File: config.mk
export PLATFORM = sky130hd
export DESIGN_NAME = dimmer_channel_level_select_flat
export DESIGN_NICKNAME = d
export VERILOG_FILES = /design/src/dcls_pkg.sv /design/src/dcls_if.sv /design/src/dcls_ram.sv /design/src/dcls_state.sv /design/src/dcls_curve.sv /design/src/dimmer_channel_level_select.sv /design/src/flat_wrapper.sv
export VERILOG_INCLUDE_DIRS = /design/src /design/src/src
export SDC_FILE = /design/constraint.sdc
export NUM_CORES = 2
export LEC_CHECK = 0
export ABC_AREA = 1
export BUFFER_PORTS_ARGS = -buffer_cell sky130_fd_sc_hd__buf_4
export CAP_MARGIN = 20
export CORE_MARGIN = 4
export CORE_UTILIZATION = 30
export CTS_BUF_LIST = sky130_fd_sc_hd__clkbuf_2
export DETAILED_ROUTE_END_ITERATION = 10
export SLEW_MARGIN = 5
export SYNTH_ARGS = -nofsm -noshare
export SYNTH_HDL_FRONTEND = slang
export SYNTH_SLANG_ARGS = --single-unit
File: constraint.sdc
create_clock -name clk -period 22 [get_ports clk]
set_input_delay 3.3 -clock clk [delete_from_list [all_inputs] [get_ports clk]]
set_output_delay 3.3 -clock clk [all_outputs]
set_load 0.05 [all_outputs]
File: src/assert_macros.svh
// Assertion macros shared by the RTL.
`ifndef ASSERT_MACROS_SVH
`define ASSERT_MACROS_SVH

// Clocked check, off while in reset.
`define DCLS_ASSERT(lbl, prop, msg) \
	lbl: assert property (@(posedge clk) disable iff (!arst_n) prop) \
		else $error(msg);

// Clocked check that also holds during reset.
`define DCLS_ASSERT_ALWAYS(lbl, prop, msg) \
	lbl: assert property (@(posedge clk) prop) \
		else $error(msg);

`endif

File: src/dcls_pkg.sv
// ----------------------------------------------------------------------------
// dcls_pkg
// Types, codes and constants for dimmer channel level selection.
// ----------------------------------------------------------------------------
`default_nettype none

package dcls_pkg;

	localparam int CHANNELS_DEF = 48;

	localparam int CH_W     = 6;
	localparam int DMX_W    = 8;
	localparam int PCT_W    = 7;
	localparam int CURVE_W  = 3;
	localparam int CMD_W    = 2;
	localparam int LVL_W    = 16;
	localparam int CNT_W    = 7;
	localparam int CH_SPACE = 2 ** CH_W;

	localparam int CFG_IDX_W  = 2;
	localparam int CFG_DATA_W = 1;

	localparam logic [CFG_IDX_W-1:0] CFG_MANUAL_MODE      = 2'd0;
	localparam logic [CFG_IDX_W-1:0] CFG_WORKLIGHT_ENABLE = 2'd1;
	localparam logic [CFG_IDX_W-1:0] CFG_HOLD_LAST_ENABLE = 2'd2;

	localparam logic [CURVE_W-1:0] CURVE_OFF    = 3'd0;
	localparam logic [CURVE_W-1:0] CURVE_LINEAR = 3'd1;
	localparam logic [CURVE_W-1:0] CURVE_SQUARE = 3'd2;
	localparam logic [CURVE_W-1:0] CURVE_SCURVE = 3'd3;
	localparam logic [CURVE_W-1:0] CURVE_SWITCH = 3'd4;
	localparam logic [CURVE_W-1:0] CURVE_ON     = 3'd5;

	localparam logic [CMD_W-1:0] ID_KEEP  = 2'd0;
	localparam logic [CMD_W-1:0] ID_START = 2'd1;
	localparam logic [CMD_W-1:0] ID_STOP  = 2'd2;

	localparam logic [CNT_W-1:0] ID_LOAD     = 7'd100;
	localparam logic [CNT_W-1:0] ID_HIGH_MIN = 7'd50;
	localparam logic [CNT_W-1:0] ID_RELOAD   = 7'd2;

	localparam logic [PCT_W-1:0] PCT_FULL = 7'd100;
	localparam logic [DMX_W-1:0] DMX_FULL = 8'd255;

	localparam logic [LVL_W-1:0] LVL_FULL     = 16'hFFFF;
	localparam logic [LVL_W-1:0] LVL_HALF     = 16'h8000;
	localparam logic [LVL_W-1:0] ID_DMX_HIGH  = 16'd46260;
	localparam logic [LVL_W-1:0] ID_DMX_LOW   = 16'd19532;
	localparam logic [LVL_W-1:0] ID_MAN_HIGH  = 16'd45875;
	localparam logic [LVL_W-1:0] ID_MAN_LOW   = 16'd19661;

	typedef struct packed {
		logic [CH_W-1:0]    channel;
		logic [DMX_W-1:0]   xlr_value;
		logic [DMX_W-1:0]   eth_value;
		logic               dmx_present;
		logic [PCT_W-1:0]   manual_percent;
		logic [CURVE_W-1:0] curve_mode;
		logic               worklight_flag;
		logic [CMD_W-1:0]   identify_command;
	} item_in_t;

	typedef struct packed {
		logic [CH_W-1:0]  out_channel;
		logic [LVL_W-1:0] level_in;
		logic [LVL_W-1:0] level_out;
	} item_out_t;

	typedef struct packed {
		logic manual_mode;
		logic worklight_enable;
		logic hold_last_enable;
	} cfg_t;

	typedef struct packed {
		logic [CNT_W-1:0] count;
		logic [DMX_W-1:0] held;
	} slot_t;

	typedef struct packed {
		logic [CH_W-1:0]    channel;
		logic [LVL_W-1:0]   level;
		logic [CURVE_W-1:0] curve;
	} lvl_t;

endpackage

`default_nettype wire

File: src/dcls_if.sv
// ----------------------------------------------------------------------------
// dcls_if
// Valid/ready channels carrying one input word and one result word.
// ----------------------------------------------------------------------------
`default_nettype none

interface dcls_in_if;
	logic               valid;
	logic               ready;
	dcls_pkg::item_in_t payload;

	modport source (output valid, output payload, input ready);
	modport sink (input valid, input payload, output ready);
endinterface

interface dcls_out_if;
	logic                valid;
	logic                ready;
	dcls_pkg::item_out_t payload;

	modport source (output valid, output payload, input ready);
	modport sink (input valid, input payload, output ready);
endinterface

`default_nettype wire

File: src/dcls_ram.sv
// ----------------------------------------------------------------------------
// dcls_ram
// Generic single write, single read RAM with registered read data.
// ----------------------------------------------------------------------------
`default_nettype none

module dcls_ram #(
	parameter int WIDTH = 8,
	parameter int DEPTH = 16,
	parameter int AW    = (DEPTH > 1) ? $clog2(DEPTH) : 1
) (
	input  wire logic             clk,
	input  wire logic             we,
	input  wire logic [AW-1:0]    waddr,
	input  wire logic [WIDTH-1:0] wdata,
	input  wire logic             re,
	input  wire logic [AW-1:0]    raddr,
	output      logic [WIDTH-1:0] rdata
);

	logic [WIDTH-1:0] mem [DEPTH];

	always_ff @(posedge clk) begin
		if (we) begin
			mem[waddr] <= wdata;
		end
		if (re) begin
			rdata <= mem[raddr];
		end
	end

endmodule

`default_nettype wire

File: src/dcls_state.sv
// ----------------------------------------------------------------------------
// dcls_state
// Per-channel state read-modify-write and level selection (stage 1).
// ----------------------------------------------------------------------------
`default_nettype none

module dcls_state #(
	parameter int CHANNELS = dcls_pkg::CHANNELS_DEF,
	parameter int DEPTH    = dcls_pkg::CHANNELS_DEF
) (
	input  wire logic               clk,
	input  wire logic               arst_n,
	input  wire dcls_pkg::cfg_t     cfg,
	input  wire logic               in_valid,
	output      logic               in_ready,
	input  wire dcls_pkg::item_in_t in_item,
	output      logic               lvl_valid,
	input  wire logic               lvl_ready,
	output      dcls_pkg::lvl_t     lvl
);

	localparam int AW      = (DEPTH > 1) ? $clog2(DEPTH) : 1;
	localparam int SLOT_W  = $bits(dcls_pkg::slot_t);
	localparam int LIM_W   = dcls_pkg::CH_W + 1;
	localparam int PX_W    = dcls_pkg::PCT_W + dcls_pkg::LVL_W;
	localparam int RCP_W   = 24;
	localparam int RCP_SH  = 30;
	localparam int PP_W    = PX_W + RCP_W;
	localparam logic [LIM_W-1:0] LIMIT =
		LIM_W'((CHANNELS < dcls_pkg::CH_SPACE) ? CHANNELS : dcls_pkg::CH_SPACE);
	// ceil(2^30 / 100), exact for the percentage range
	localparam logic [RCP_W-1:0] PCT_RCP = 24'd10737419;
	localparam logic [PX_W-1:0]  PCT_RND = 23'd50;

	logic               v_s1;
	dcls_pkg::item_in_t item_s1;
	logic [DEPTH-1:0]   vld_q;
	logic               fwd_v_q;
	logic [AW-1:0]      fwd_addr_q;
	dcls_pkg::slot_t    fwd_data_q;

	logic                        accept;
	logic                        advance;
	logic                        ok;
	logic                        we;
	logic [AW-1:0]               addr_s1;
	logic [SLOT_W-1:0]           rdata;
	dcls_pkg::slot_t             cur;
	dcls_pkg::slot_t             nxt;
	logic [dcls_pkg::CNT_W-1:0]  cnt;
	logic [dcls_pkg::CNT_W-1:0]  cnt_dec;
	logic [dcls_pkg::DMX_W-1:0]  dv;
	logic [dcls_pkg::LVL_W-1:0]  lv;
	logic [PX_W-1:0]             px;
	logic [PP_W-1:0]             pprod;
	logic [dcls_pkg::LVL_W-1:0]  pct_lv;

	assign in_ready = !v_s1 || lvl_ready;
	assign accept   = in_valid && in_ready;
	assign advance  = v_s1 && lvl_ready;
	assign ok       = {1'b0, item_s1.channel} < LIMIT;
	assign addr_s1  = item_s1.channel[AW-1:0];
	assign we       = advance && ok;

	dcls_ram #(
		.WIDTH (SLOT_W),
		.DEPTH (DEPTH)
	) u_ram (
		.clk   (clk),
		.we    (we),
		.waddr (addr_s1),
		.wdata (nxt),
		.re    (accept),
		.raddr (in_item.channel[AW-1:0]),
		.rdata (rdata)
	);

	always_ff @(posedge clk or negedge arst_n) begin
		if (!arst_n) begin
			v_s1    <= 1'b0;
			vld_q   <= '0;
			fwd_v_q <= 1'b0;
		end else begin
			if (in_ready) begin
				v_s1 <= in_valid;
			end
			if (we) begin
				vld_q[addr_s1] <= 1'b1;
				fwd_v_q        <= 1'b1;
			end
		end
	end

	always_ff @(posedge clk) begin
		if (accept) begin
			item_s1 <= in_item;
		end
		if (we) begin
			fwd_addr_q <= addr_s1;
			fwd_data_q <= nxt;
		end
	end

	// round(p * 65535 / 100) by reciprocal
	assign px     = {item_s1.manual_percent, 16'd0} - PX_W'(item_s1.manual_percent) + PCT_RND;
	assign pprod  = PP_W'(px) * PP_W'(PCT_RCP);
	assign pct_lv = pprod[RCP_SH +: dcls_pkg::LVL_W];

	always_comb begin
		if (!ok) begin
			cur = '0;
		end else if (fwd_v_q && fwd_addr_q == addr_s1) begin
			cur = fwd_data_q;
		end else if (vld_q[addr_s1]) begin
			cur = dcls_pkg::slot_t'(rdata);
		end else begin
			cur = '0;
		end

		case (item_s1.identify_command)
			dcls_pkg::ID_START: cnt = dcls_pkg::ID_LOAD;
			dcls_pkg::ID_STOP:  cnt = '0;
			default:            cnt = cur.count;
		endcase

		cnt_dec  = cnt - 7'd1;
		nxt.held = cur.held;
		nxt.count = cnt;
		dv       = '0;

		if (cnt != '0) begin
			if (cfg.manual_mode) begin
				lv = (cnt > dcls_pkg::ID_HIGH_MIN) ?
					dcls_pkg::ID_MAN_HIGH : dcls_pkg::ID_MAN_LOW;
			end else begin
				lv = (cnt > dcls_pkg::ID_HIGH_MIN) ?
					dcls_pkg::ID_DMX_HIGH : dcls_pkg::ID_DMX_LOW;
			end
			nxt.count = (cnt_dec <= dcls_pkg::ID_RELOAD) ? dcls_pkg::ID_LOAD : cnt_dec;
		end else if (cfg.manual_mode) begin
			lv = (item_s1.manual_percent >= dcls_pkg::PCT_FULL) ? dcls_pkg::LVL_FULL : pct_lv;
		end else begin
			if (item_s1.dmx_present) begin
				dv = (item_s1.xlr_value > item_s1.eth_value) ?
					item_s1.xlr_value : item_s1.eth_value;
				nxt.held = dv;
			end else if (cfg.worklight_enable && item_s1.worklight_flag) begin
				dv = dcls_pkg::DMX_FULL;
			end else if (cfg.hold_last_enable) begin
				dv = cur.held;
			end
			// v * 257
			lv = {dv, dv};
		end
	end

	assign lvl_valid   = v_s1;
	assign lvl.channel = item_s1.channel;
	assign lvl.level   = lv;
	assign lvl.curve   = item_s1.curve_mode;

endmodule

`default_nettype wire

File: src/dcls_curve.sv
// ----------------------------------------------------------------------------
// dcls_curve
// Dimmer curve pipeline: square multiply, divide by full scale, output word.
// ----------------------------------------------------------------------------
`default_nettype none

module dcls_curve (
	input  wire logic                clk,
	input  wire logic                arst_n,
	input  wire logic                lvl_valid,
	output      logic                lvl_ready,
	input  wire dcls_pkg::lvl_t      lvl,
	output      logic                out_valid,
	input  wire logic                out_ready,
	output      dcls_pkg::item_out_t out_item
);

	localparam int SQ_W = 2 * dcls_pkg::LVL_W;
	localparam int R_W  = dcls_pkg::LVL_W + 1;
	localparam logic [SQ_W-1:0] SQ_RND  = 32'd32767;
	localparam logic [R_W-1:0]  DIV_ONE = 17'd65535;
	localparam logic [R_W-1:0]  DIV_TWO = 17'd131070;

	logic                       v_s2;
	logic                       v_s3;
	logic                       out_valid_q;
	dcls_pkg::lvl_t             lvl_s2;
	dcls_pkg::lvl_t             lvl_s3;
	logic [SQ_W-1:0]            sq_s3;
	dcls_pkg::item_out_t        out_q;

	logic                       en_o;
	logic                       en3;
	logic                       en2;
	logic [SQ_W-1:0]            y;
	logic [dcls_pkg::LVL_W-1:0] q0;
	logic [R_W-1:0]             r;
	logic [R_W-1:0]             sq_q;
	logic [dcls_pkg::LVL_W-1:0] curved;

	assign en_o      = !out_valid_q || out_ready;
	assign en3       = !v_s3 || en_o;
	assign en2       = !v_s2 || en3;
	assign lvl_ready = en2;

	always_ff @(posedge clk or negedge arst_n) begin
		if (!arst_n) begin
			v_s2        <= 1'b0;
			v_s3        <= 1'b0;
			out_valid_q <= 1'b0;
		end else begin
			if (en2) begin
				v_s2 <= lvl_valid;
			end
			if (en3) begin
				v_s3 <= v_s2;
			end
			if (en_o) begin
				out_valid_q <= v_s3;
			end
		end
	end

	always_ff @(posedge clk) begin
		if (en2 && lvl_valid) begin
			lvl_s2 <= lvl;
		end
		if (en3 && v_s2) begin
			lvl_s3 <= lvl_s2;
			sq_s3  <= SQ_W'(lvl_s2.level) * SQ_W'(lvl_s2.level);
		end
		if (en_o && v_s3) begin
			out_q.out_channel <= lvl_s3.channel;
			out_q.level_in    <= lvl_s3.level;
			out_q.level_out   <= curved;
		end
	end

	// (L*L + 32767) / 65535: quotient by high half, then up to two corrections
	assign y    = sq_s3 + SQ_RND;
	assign q0   = y[SQ_W-1 -: dcls_pkg::LVL_W];
	assign r    = {1'b0, y[dcls_pkg::LVL_W-1:0]} + {1'b0, q0};
	assign sq_q = {1'b0, q0} + R_W'(r >= DIV_ONE) + R_W'(r >= DIV_TWO);

	always_comb begin
		case (lvl_s3.curve)
			dcls_pkg::CURVE_OFF:    curved = '0;
			dcls_pkg::CURVE_SQUARE: curved = sq_q[dcls_pkg::LVL_W-1:0];
			dcls_pkg::CURVE_SWITCH: curved = (lvl_s3.level >= dcls_pkg::LVL_HALF) ?
				dcls_pkg::LVL_FULL : '0;
			dcls_pkg::CURVE_ON:     curved = dcls_pkg::LVL_FULL;
			default:                curved = lvl_s3.level;
		endcase
	end

	assign out_valid = out_valid_q;
	assign out_item  = out_q;

endmodule

`default_nettype wire

File: src/dimmer_channel_level_select.sv
// ----------------------------------------------------------------------------
// dimmer_channel_level_select
// HTP merge, hold-last, worklight, identify blink and dimmer curve per channel.
// ----------------------------------------------------------------------------
// Takes one channel word per clock and returns one result word per clock while
// the result side is ready. The per-channel identify count and held DMX value
// live in one RAM with a registered read: the read is issued as a word is
// accepted, modified in stage 1 and written back as the word leaves stage 1,
// with a one-entry bypass for back-to-back words on the same channel. Entry
// valid flags clear with reset, so the block is usable straight out of reset
// with no clearing pass. Stages 2 and 3 hold the square curve multiply and
// the divide by full scale. Registers must be written through the cfg port
// only while no word is in flight; the block does not enforce this.
`default_nettype none

`include "assert_macros.svh"

module dimmer_channel_level_select #(
	parameter int CHANNELS = dcls_pkg::CHANNELS_DEF
) (
	input  wire logic                            clk,
	input  wire logic                            arst_n,
	input  wire logic                            cfg_we,
	input  wire logic [dcls_pkg::CFG_IDX_W-1:0]  cfg_index,
	input  wire logic [dcls_pkg::CFG_DATA_W-1:0] cfg_data,
	dcls_in_if.sink                              chan,
	dcls_out_if.source                           result
);

	localparam int DEPTH = (CHANNELS < dcls_pkg::CH_SPACE) ? CHANNELS : dcls_pkg::CH_SPACE;

	dcls_pkg::cfg_t cfg_q;
	logic           lvl_valid;
	logic           lvl_ready;
	dcls_pkg::lvl_t lvl;
	logic           curve_ok;

	always_ff @(posedge clk or negedge arst_n) begin
		if (!arst_n) begin
			cfg_q <= '0;
		end else if (cfg_we) begin
			case (cfg_index)
				dcls_pkg::CFG_MANUAL_MODE:      cfg_q.manual_mode      <= cfg_data[0];
				dcls_pkg::CFG_WORKLIGHT_ENABLE: cfg_q.worklight_enable <= cfg_data[0];
				dcls_pkg::CFG_HOLD_LAST_ENABLE: cfg_q.hold_last_enable <= cfg_data[0];
				default: begin
				end
			endcase
		end
	end

	dcls_state #(
		.CHANNELS (CHANNELS),
		.DEPTH    (DEPTH)
	) u_state (
		.clk       (clk),
		.arst_n    (arst_n),
		.cfg       (cfg_q),
		.in_valid  (chan.valid),
		.in_ready  (chan.ready),
		.in_item   (chan.payload),
		.lvl_valid (lvl_valid),
		.lvl_ready (lvl_ready),
		.lvl       (lvl)
	);

	dcls_curve u_curve (
		.clk       (clk),
		.arst_n    (arst_n),
		.lvl_valid (lvl_valid),
		.lvl_ready (lvl_ready),
		.lvl       (lvl),
		.out_valid (result.valid),
		.out_ready (result.ready),
		.out_item  (result.payload)
	);

	// every curve gives no more than its input, or full scale
	assign curve_ok = (result.payload.level_out <= result.payload.level_in) ||
		(result.payload.level_out == dcls_pkg::LVL_FULL);

	// an empty output register means the whole pipe moves
	`DCLS_ASSERT(a_ready_when_out_empty, !result.valid |-> chan.ready, "input stalled")

	`DCLS_ASSERT_ALWAYS(a_no_word_in_reset, !arst_n |-> !result.valid, "result word during reset")

	`DCLS_ASSERT(a_curve_bound, result.valid |-> curve_ok, "curve above input level")

endmodule

`default_nettype wire

File: src/flat_wrapper.sv
// flat-port wrapper written by rule: the top's interface ports become plain ports
module dimmer_channel_level_select_flat 
#(
	parameter int CHANNELS = dcls_pkg::CHANNELS_DEF
)
  (clk, arst_n, cfg_we, cfg_index, cfg_data, chan_valid, chan_payload, chan_ready, result_valid, result_payload, result_ready);
  dcls_in_if chan_i ();
  dcls_out_if result_i ();
  input  wire logic clk;
  input  wire logic arst_n;
  input  wire logic cfg_we;
  input  wire logic [dcls_pkg::CFG_IDX_W-1:0] cfg_index;
  input  wire logic [dcls_pkg::CFG_DATA_W-1:0] cfg_data;
  input wire logic [$bits(chan_i.valid)-1:0] chan_valid;
  input wire logic [$bits(chan_i.payload)-1:0] chan_payload;
  output wire logic [$bits(chan_i.ready)-1:0] chan_ready;
  output wire logic [$bits(result_i.valid)-1:0] result_valid;
  output wire logic [$bits(result_i.payload)-1:0] result_payload;
  input wire logic [$bits(result_i.ready)-1:0] result_ready;
  assign chan_i.valid = chan_valid;
  assign chan_i.payload = chan_payload;
  assign chan_ready = chan_i.ready;
  assign result_valid = result_i.valid;
  assign result_payload = result_i.payload;
  assign result_i.ready = result_ready;
  dimmer_channel_level_select #(.CHANNELS(CHANNELS)) u_core (.clk(clk), .arst_n(arst_n), .cfg_we(cfg_we), .cfg_index(cfg_index), .cfg_data(cfg_data), .chan(chan_i), .result(result_i));
endmodule
==> metrics.md <==
| Metric | Value |
|---|---|
| Outcome | `completed` |
| DRT antenna net count | `0` |
| Proportion of synthesized area in mux cells | `0%` |
| Most instantiated library cell after synthesis | `edfxtp_1` |
| Worst hold path type | `reg2reg` |
| RSZ-0062 raised after global routing | `no` |
| Fmax | `114 MHz` |
| Gp weighted congestion | `just over 0.9` |
| Clock transition at path regs | `0.11 ns` |
| WP data arrival | `between 10 and 15 ns` |
| Core Box Area | `about 0.19 mm^2` |
| CP Launch Point | `u_core.u_state.item_s1[7]$_DFFE_PP_` |
| Kind of cell adding the most delay to the critical path | `adder cells` |
| Pre-antenna DRT Iters | `6` |
| Syn nets | `approximately 6,100` |
| IO Pins | `84` |
| Final hold vios | `0` |
| IO Port Bufs | `83` |
| Max incr delay on CP | `~0.59 ns` |
| Post-synth top area cell | `edfxtp_1` |
| TritonCTS clock tree | `yes` |
| Critical Setup Path Class | `reg2reg` |
| Post-Synth Adder-Cell Area | `about a fifth` |
| Final critical-path required period | `8.76 ns` |
| Critical path data required time | `approximately 23 ns` |
| Clk_lat worst skew | `1.76 ns` |
| Overall die width | `~440 um` |
| Reg-to-Reg Start | `u_core.u_state.item_s1[7]$_DFFE_PP_` |
| CP Buf/Inv Count | `8` |
| Clk buf depth | `3` |
| Layout area overhead | `10.8%` |
| Most used DFF post-synth | `edfxtp_1` |
| Initial Util | `30.3%` |
| Post-synthesis xor/xnor area fraction | `under 10%` |
| Most used cell along the critical path | `inv_1` |
| Vias per cell | `between 4 and 5` |
| Setup Fix Bufs, Post-CTS | `0` |
| WL final | `between 150,000 and 200,000 um` |
| Cells after Synth | `5,327` |
| Min-delay src | `u_core.u_curve.lvl_s3[20]$_DFFE_PP_` |
| Area of the multi-input gates | `~0.025 mm^2` |
| Seq/Total Area, Yosys | `50.3%` |
| Slowest-stage cell, CP | `inv_1` |
| Final worst-path cycle share | `39.8%` |
| Root buf cell | `clkbuf_2` |
| Mapped cell area | `0.0571 mm^2` |
| Number of global-route vias before repair | `~40,000` |
| Max-Cap Viols | `0` |
| #FFs+latches synth | `966` |
| First-pass GRT wire length | `between 200,000 and 250,000 um` |
| DIE HEIGHT | `444 um` |
| Post-synth top area share | `47.9%` |
| Mean routed wirelength per cell | `between 15 and 20 um` |
| Slew HR | `24.7%` |
| Detailed Route Iter0 Violations | `approximately 2,800` |
| Commonest cells post-synth | `910 x edfxtp_1, 813 x inv_1, 634 x nor2_1` |
| Final nets | `around 6,300` |
| Tightest Pin Transition | `1.13 ns` |
| CTS H-tree depth | `4` |
| Setup Skew | `0.303 ns` |
| HPWL after DPL | `104,000 um` |
| Hold-fix buffers at CTS | `0` |
| Distinct cells, synth | `just under 60` |
| DR vias | `roughly 39,000` |
| Largest net degree at the start of global routing | `around 190` |
| Largest family of logic cells by synthesized area | `adder cells` |
| Post-synthesis simple-gate area fraction | `between 10% and 20%` |
| Crit path capture type | `register` |
| DRC Markers | `0` |
| Synth Warn # | `0` |
| Syn Area/Cell | `10.7 um^2` |
| Max Slew Vio Count | `0` |
| Register area | `roughly 0.029 mm^2` |
| Crit path launch type | `register` |
| Row Count | `between 150 and 200` |
| Post-synthesis compound-gate area fraction | `10.2%` |
| Critical path fanouts, max | `17` |
| # fillers | `about 19,000` |
| Remaining global-route overflow | `0` |
| Sink Count | `a little under 1,000` |
| TritonCTS buffer count | `240` |
| Setup_tns | `0 ns` |
| Die area | `just under 0.2 mm^2` |
| Synth area leaders | `edfxtp_1 48%, fa_1 13%, ha_1 8.1%` |
| Total GRT Usage | `approximately 15%` |
| Antenna violations before repair | `3` |
| Share of cells above drive strength 1 | `between 10% and 20%` |
| Synth async-reset ratio | `5.80%` |
| Post-CTS Resized | `0` |
| Post-synth EDFFs | `910` |
| Final setup viols | `0` |
kinds of logic (layout without fill, tap and decap cells):
group	after synthesis	count (layout)
compound gates	1031	1031
xor+xnor	83	83
fa+ha+maj	728	728
buf+inv	1035	1447
flops	966	966
other cells	0	9
simple gates	1484	1484
path summary, 6_finish.rpt:
check	end	slack, ns	cells past startpoint
max in group asynchronous	u_core.u_state.vld_q[35]$_DFFE_PN0P_	19.50	1
max	u_core.u_curve.lvl_s2[14]$_DFFE_PP_	13.24	32
max reg2reg	u_core.u_curve.lvl_s2[14]$_DFFE_PP_	13.24	32
min in group asynchronous	u_core.u_state.vld_q[31]$_DFFE_PN0P_	1.68	1
min reg2reg	u_core.u_curve.out_item[33]$_DFFE_PP_	0.28	0
min	u_core.u_curve.out_item[33]$_DFFE_PP_	0.28	0
per-stage QoR:
stage	cells	cell area (um^2)	utilization, %	hold WS (ns)	setup WS, ns
finish	8243	63200	33.6	0.277	13.24
global route	8241	63200	33.6	0.256	12.37
detailed placement	7792	60800	32.3	0.405	13.31
CTS	8230	63100	33.5	0.264	13.19
global placement	7792	60800	32.3	0.402	13.23
floorplan	5327	57100	-	0.400	14.30
cell usage in the layout, fill, tap and decap left out, drive strengths merged, types with 11 or more instances in the layout:
| cell | n |
|---|---|
| edfxtp | 910 |
| inv | 832 |
| nor2 | 643 |
| nand2 | 625 |
| o21ai | 583 |
| ha | 371 |
| fa | 357 |
| clkbuf | 351 |
| o22ai | 182 |
| buf | 180 |
| a21oi | 117 |
| nand3 | 102 |
| clkinv | 79 |
| xor2 | 60 |
| dfrtp | 56 |
| or2 | 45 |
| o211ai | 41 |
| nor3 | 35 |
| o221ai | 32 |
| xnor2 | 23 |
| a31oi | 23 |
| nand4 | 18 |
| a21o | 12 |
| nor4 | 11 |
sequential cells by signal (all words and copies together) (netlist names), 15 cells and up:
name / count
u_core.u_state.u_ram.mem: 720
u_core.u_state.vld_q: 48
u_core.u_curve.out_item: 38
u_core.u_curve.sq_s3: 30
u_core.u_state.item_s1: 27
u_core.u_curve.lvl_s2: 25
u_core.u_curve.lvl_s3: 25
u_core.u_state.fwd_data_q: 15
u_core.u_state.u_ram.rdata: 15
cell type report:
| cell class | instances | area share [%] |
|---|---|---|
| flip-flops and latches | 966 | 45.4 |
| multi-input cells | 3326 | 38.8 |
| inverters | 829 | 4.94 |
| well taps | 2495 | 4.94 |
| clock buffers | 351 | 2.78 |
| repair buffers | 180 | 2.25 |
| clock inverters | 87 | 0.851 |
| diodes | 9 | 0.0356 |
routing by layer:
layer	vias up	part of all wire [%]	track usage [%]
met5	-	0.0085	0
met4	2	2.7	5.03
met3	224	5.5	2.73
met2	1119	49	26.2
met1	19500	43	19.5
li1	18600	-	-
worst reg2reg max path, delay by kind of cell (launching register included):
family                   cells  cell delay, ns
XOR/XNOR                     2            0.36
buffers and inverters        8            1.19
adder cells (fa/ha/maj)      8            3.73
AO/OA/AOI/OAI                4            1.14
flip-flops                   1            0.52
AND/OR/NAND/NOR             10            1.43
Power is not shown: default switching activity piles up to over one toggle a cycle in this logic, so the estimate is an artifact.
